--- config.mk ---
export PLATFORM = sky130hd
export DESIGN_NAME = lis_ctrl
export DESIGN_NICKNAME = d
export VERILOG_FILES = /design/src/rtl/lis_pkg.sv /design/src/rtl/lis_ctrl.sv
export SDC_FILE = /design/constraint.sdc
export NUM_CORES = 1
export LEC_CHECK = 0
export BUFFER_PORTS_ARGS = -buffer_cell sky130_fd_sc_hd__buf_2
export CELL_PAD_IN_SITES_DETAIL_PLACEMENT = 1
export CELL_PAD_IN_SITES_GLOBAL_PLACEMENT = 2
export CORE_AREA = 2 2 39 41
export CTS_CLUSTER_SIZE = 14
export DETAILED_ROUTE_END_ITERATION = 10
export DIE_AREA = 0 0 41 43
export HOLD_SLACK_MARGIN = 0.12
export MAX_ROUTING_LAYER = met4
export PLACE_DENSITY = 0.43
export SETUP_SLACK_MARGIN = 0.05
export SLEW_MARGIN = 10
export SYNTH_ARGS = -nofsm -noshare
export SYNTH_HDL_FRONTEND = slang
export SYNTH_SLANG_ARGS = --single-unit
--- constraint.sdc ---
create_clock -name aclk -period 0.9 [get_ports aclk]
set_input_delay 0.045 -clock aclk [delete_from_list [all_inputs] [get_ports aclk]]
set_output_delay 0.045 -clock aclk [all_outputs]
set_load 0.02 [all_outputs]
--- src/rtl/lis_pkg.sv ---
package lis_pkg;

    localparam int MAX_LEN = 1024;
    localparam int DATA_W  = 32;
    localparam int KEY_W   = DATA_W + 1;
    localparam int ADDR_W  = $clog2(MAX_LEN);
    localparam int CNT_W   = $clog2(MAX_LEN + 1);
    localparam int TOL_W   = 8;
    localparam int OUT_TDATA_W = ((CNT_W + 7) / 8) * 8;

    // controller -> datapath
    typedef struct packed {
        logic load;     // take the input word, start a search
        logic probe;    // present probe address to the tail RAM
        logic step;     // compare read tail against key, narrow the window
        logic commit;   // update table and counters, post the result
    } lis_cmd_t;

    // datapath -> controller
    typedef struct packed {
        logic n_zero;   // search window is empty
        logic out_free; // result register can take a new word
    } lis_stat_t;

endpackage

--- src/rtl/lis_ctrl.sv ---
module lis_ctrl (
    input  logic               aclk,
    input  logic               aresetn,
    input  logic               s_tvalid,
    output logic               s_tready,
    input  lis_pkg::lis_stat_t stat,
    output lis_pkg::lis_cmd_t  cmd
);

    import lis_pkg::*;

    typedef enum logic [1:0] {
        ST_IDLE,
        ST_PROBE,
        ST_CMP,
        ST_COMMIT
    } state_t;

    state_t state_reg;
    state_t state_next;

    always_comb begin
        state_next = state_reg;
        cmd        = '0;
        s_tready   = 1'b0;
        unique case (state_reg)
            ST_IDLE: begin
                s_tready = 1'b1;
                if (s_tvalid) begin
                    cmd.load   = 1'b1;
                    state_next = ST_PROBE;
                end
            end
            ST_PROBE: begin
                if (stat.n_zero) begin
                    state_next = ST_COMMIT;
                end else begin
                    cmd.probe  = 1'b1;
                    state_next = ST_CMP;
                end
            end
            ST_CMP: begin
                cmd.step   = 1'b1;
                state_next = ST_PROBE;
            end
            ST_COMMIT: begin
                // hold until the previous result word has been taken
                if (stat.out_free) begin
                    cmd.commit = 1'b1;
                    state_next = ST_IDLE;
                end
            end
            default: state_next = ST_IDLE;
        endcase
    end

    always_ff @(posedge aclk) begin
        if (!aresetn) begin
            state_reg <= ST_IDLE;
        end else begin
            state_reg <= state_next;
        end
    end

endmodule

# After elaboration in Yosys (flattened, before gate mapping)
# Index checks and enable logic that the tools add are counted.
word_totals:
  in_bits: 5
  regBits: 2
  wordCells: 20
classes:
  n_reduce_logical: 2
  n_mux: 12
  n_eq_ne: 5
ops:
  columns: ["operator", "n"]
  rows:
  - ["1-bit 2-to-1 mux", 9]
  - ["2-bit case mux with 4 select lines", 1]
  - ["2-bit == test, second input constant", 2]
  - ["2-bit 2-to-1 mux", 2]
  - ["2-bit != test, second input constant", 2]
  - ["2-bit by 1-bit == test with 1-bit output, second input constant", 1]
  - ["2-bit zero test", 1]
  - ["2-bit AND reduction", 1]

# Longest topological paths before layout
depth:
  word_depth: 3
  ltp_mapped: 3
  ltp_nobuf: 3

# Least setup slack after synthesis
# OpenSTA, ideal clock, no wires.
synth_path:
  kind: "reg2out"
  startpoint: "register state_reg[0]"
  endpoint: "output cmd[3] (netlist name)"
  arrival_time_ps: 953
  path_slack_ps: -98
  t_required_ps: 855
  path_stages_with_launch: 3
  cell_sequence: "dfxtp_1 nor2_1 and2_1"
synth_rtl:
  columns: ["item", "line", "source"]
  rows:
  - ["from (decl)", "lis_ctrl.sv:19", "state_t state_reg;"]
  - ["from (signal assigned)", "lis_ctrl.sv:61", "state_reg <= state_next;"]
  - ["to (decl)", "lis_ctrl.sv:7", "output lis_pkg::lis_cmd_t cmd"]

==> results.txt <==
vias in the first global route: 179
synthesized net count: 17
Worst Tran Pin Value: 0.1780 ns
TNS Setup: -0.2292 ns
CTS Root Cell: clkbuf_4
CTS sink count: 2
Synth Area per Inst: 8.133 um^2
Seq cells post-synth: 2
row count: 14
PD cells: 1515 nW/um^2
die height: 43 um
number of enable flip-flop cells after synthesis: 0
Worst Setup Path Type: flop to output port
ANT cells: 0
Final WS setup: -0.07394 ns
Die W: 41 um
sequential share of power: 25.0%
Max Clk Rate: 1.027 GHz
initial antenna violation count: 0
crit share post-route: 108.2%
failing checks: negative setup slack
Slew headroom: 88.13%
crit start category: flop
via/cell ratio: 3.467
GRT Total Usage: 5.749%
sw frac: 27.33%
clock skew: 0.0006024 ns
synth warn: 0
DR vias: 156
FILL cells: 168
IO Port Bufs: 9
synth top area cells: dfxtp_1, and3_1, nor3b_1
final setup fails: 5
status: finished, violations left
Max Cap Viol: 0
area grow syn2layout: 202.6%
pins over their slew limit: 0
grt ovf: 0
Clock power frac: 43.5%
most frequent cells after synthesis: and3_1, dfxtp_1
Hold Path Class: input port to flop
share of cells above drive strength 1: 75.86%
WL final: 412 um
minimum clock period: 0.9739 ns
Synth cell types: 10
prevailing post-synth register cell: dfxtp_1
RSZ-0062 raised after global routing: yes
I/O pin count: 10
clk buf depth: 2
Avg WL per Cell: 9.156 um
Layout Utilization: 21.34%
clock latency reported for the late side of the worst-skew pair: 0.22 ns
largest net degree at the start of global routing: 7
Synth top area share: 41.03%
core outline area: 1384 um^2
CTS Buf Count: 3
leak pwr: 0.1345 nW
Clock H-tree levels: 1
CP Capture Type: output port
Hold Vio Cnt, Final: 0
max reg flops: 2
Mapped Area: 97.59 um^2
area leader, netlist: dfxtp_1
first-pass GRT wire length: 593 um
Async SR Flop Fraction: 0%
Pint: 0.3250 mW
DR pass1 iterations: 1
Gate Count Post-Synth: 12
NetSw: 0.1222 mW
starting density of the core: 7.052%
gp weighted congestion: 0.6033
DRC: 0
die area: 1763 um^2
Worst EP arrival: 0.93 ns
CP Data Required Time: 0.85 ns
CTS tree: yes
sequential share of the synthesized area: 41.03%
Final nets: 36
Routed Antenna Nets: 0
Initial DRC Count: 0
combinational power share: 31.6%
worst vdd ir: 0.3379 mV
CTS clock-pin slew for the worst setup and hold paths: 0.03 ns
CP Max Fanout: 6
[path summary, 6_finish.rpt]
| kind | startpoint | to | slack, ns | depth (start not counted) |
|---|---|---|---|---|
| setup / recovery | state_reg[0] | cmd[3] | -0.07 | 3 |
| hold / removal | stat[1] | state_reg[0] | 0.16 | 3 |
| setup reg to reg | state_reg[1] | state_reg[0] | 0.02 | 3 |
| hold reg to reg | state_reg[0] | state_reg[1] | 0.55 | 1 |
[what timing repair did]
action	in CTS	in global routing
endpoints found under the hold margin	2	0
pin swaps	0	1
gates resized for setup	13	5
setup endpoints to repair	5	6
hold buffers	2	0
setup buffers	3	0
[layout by cell type, fill, tap and decap left out]
| cell | count |
|---|---|
| o31ai_4 | 1 |
| nor2b_1 | 1 |
| nand2_1 | 1 |
| dfxtp_4 | 2 |
| buf_4 | 4 |
| a21oi_2 | 1 |
| buf_2 | 4 |
| nor3b_2 | 1 |
| nor2_4 | 1 |
| clkbuf_4 | 3 |
| and2_4 | 1 |
| dlygate4sd3_1 | 2 |
| and3_1 | 2 |
| o21ai_1 | 1 |
| buf_6 | 4 |
[power groups by stage]
stage               registers [mW]  logic, mW  clock network, mW
floorplan                    0.108     0.0447                  0
global placement             0.111     0.0739                  0
detailed placement           0.111     0.0744                  0
CTS                          0.111      0.122              0.212
global route                 0.115      0.151              0.214
finish                       0.112      0.141              0.194
[per-stage QoR]
step / cell area [um^2] / power (mW) / instances / hold slack (ns) / setup slack (ns)
finish: 295.3 / 0.4472 / 45 / 0.1609 / -0.07394
global route: 295.3 / 0.4798 / 45 / 0.1896 / -0.1206
CTS: 271.5 / 0.4450 / 45 / 0.1430 / -0.08847
detailed placement: 170.2 / 0.1855 / 37 / 0.3042 / 0.05583
global placement: 170.2 / 0.1853 / 37 / 0.3090 / 0.06262
floorplan: 105.1 / 0.1530 / 12 / 0.1411 / 0.005451
[layer usage]
metal | vias up | wire [um] | global-route usage (%)
li1 | 77 | - | -
met1 | 70 | 138 | 4.792
met2 | 9 | 215 | 8.125
met3 | 0 | 58 | 1.571
met4 | 0 | 0 | 8.000
met5 | - | 0 | -
[layout make-up]
cell class	count	area [um^2]	area share, %
clock buffers	3	22.52	7.627
multi-input cells	10	90.09	30.51
flip-flops and latches	2	47.55	16.10
well taps	16	20.02	6.780
repair buffers	14	115.1	38.98
[critical path, stage by stage (launching register included)]
cell,delay (ns)
dfxtp_4,0.35
nor2_4,0.11
and2_4,0.14
buf_6,0.11
[logic make-up after synthesis]
family | count (synthesis) | share of synthesized area (%)
AND/OR/NAND/NOR | 7 | 41.03
AO/OA/AOI/OAI | 3 | 17.94
flip-flops | 2 | 41.03
(Power assumes the default switching activity.)
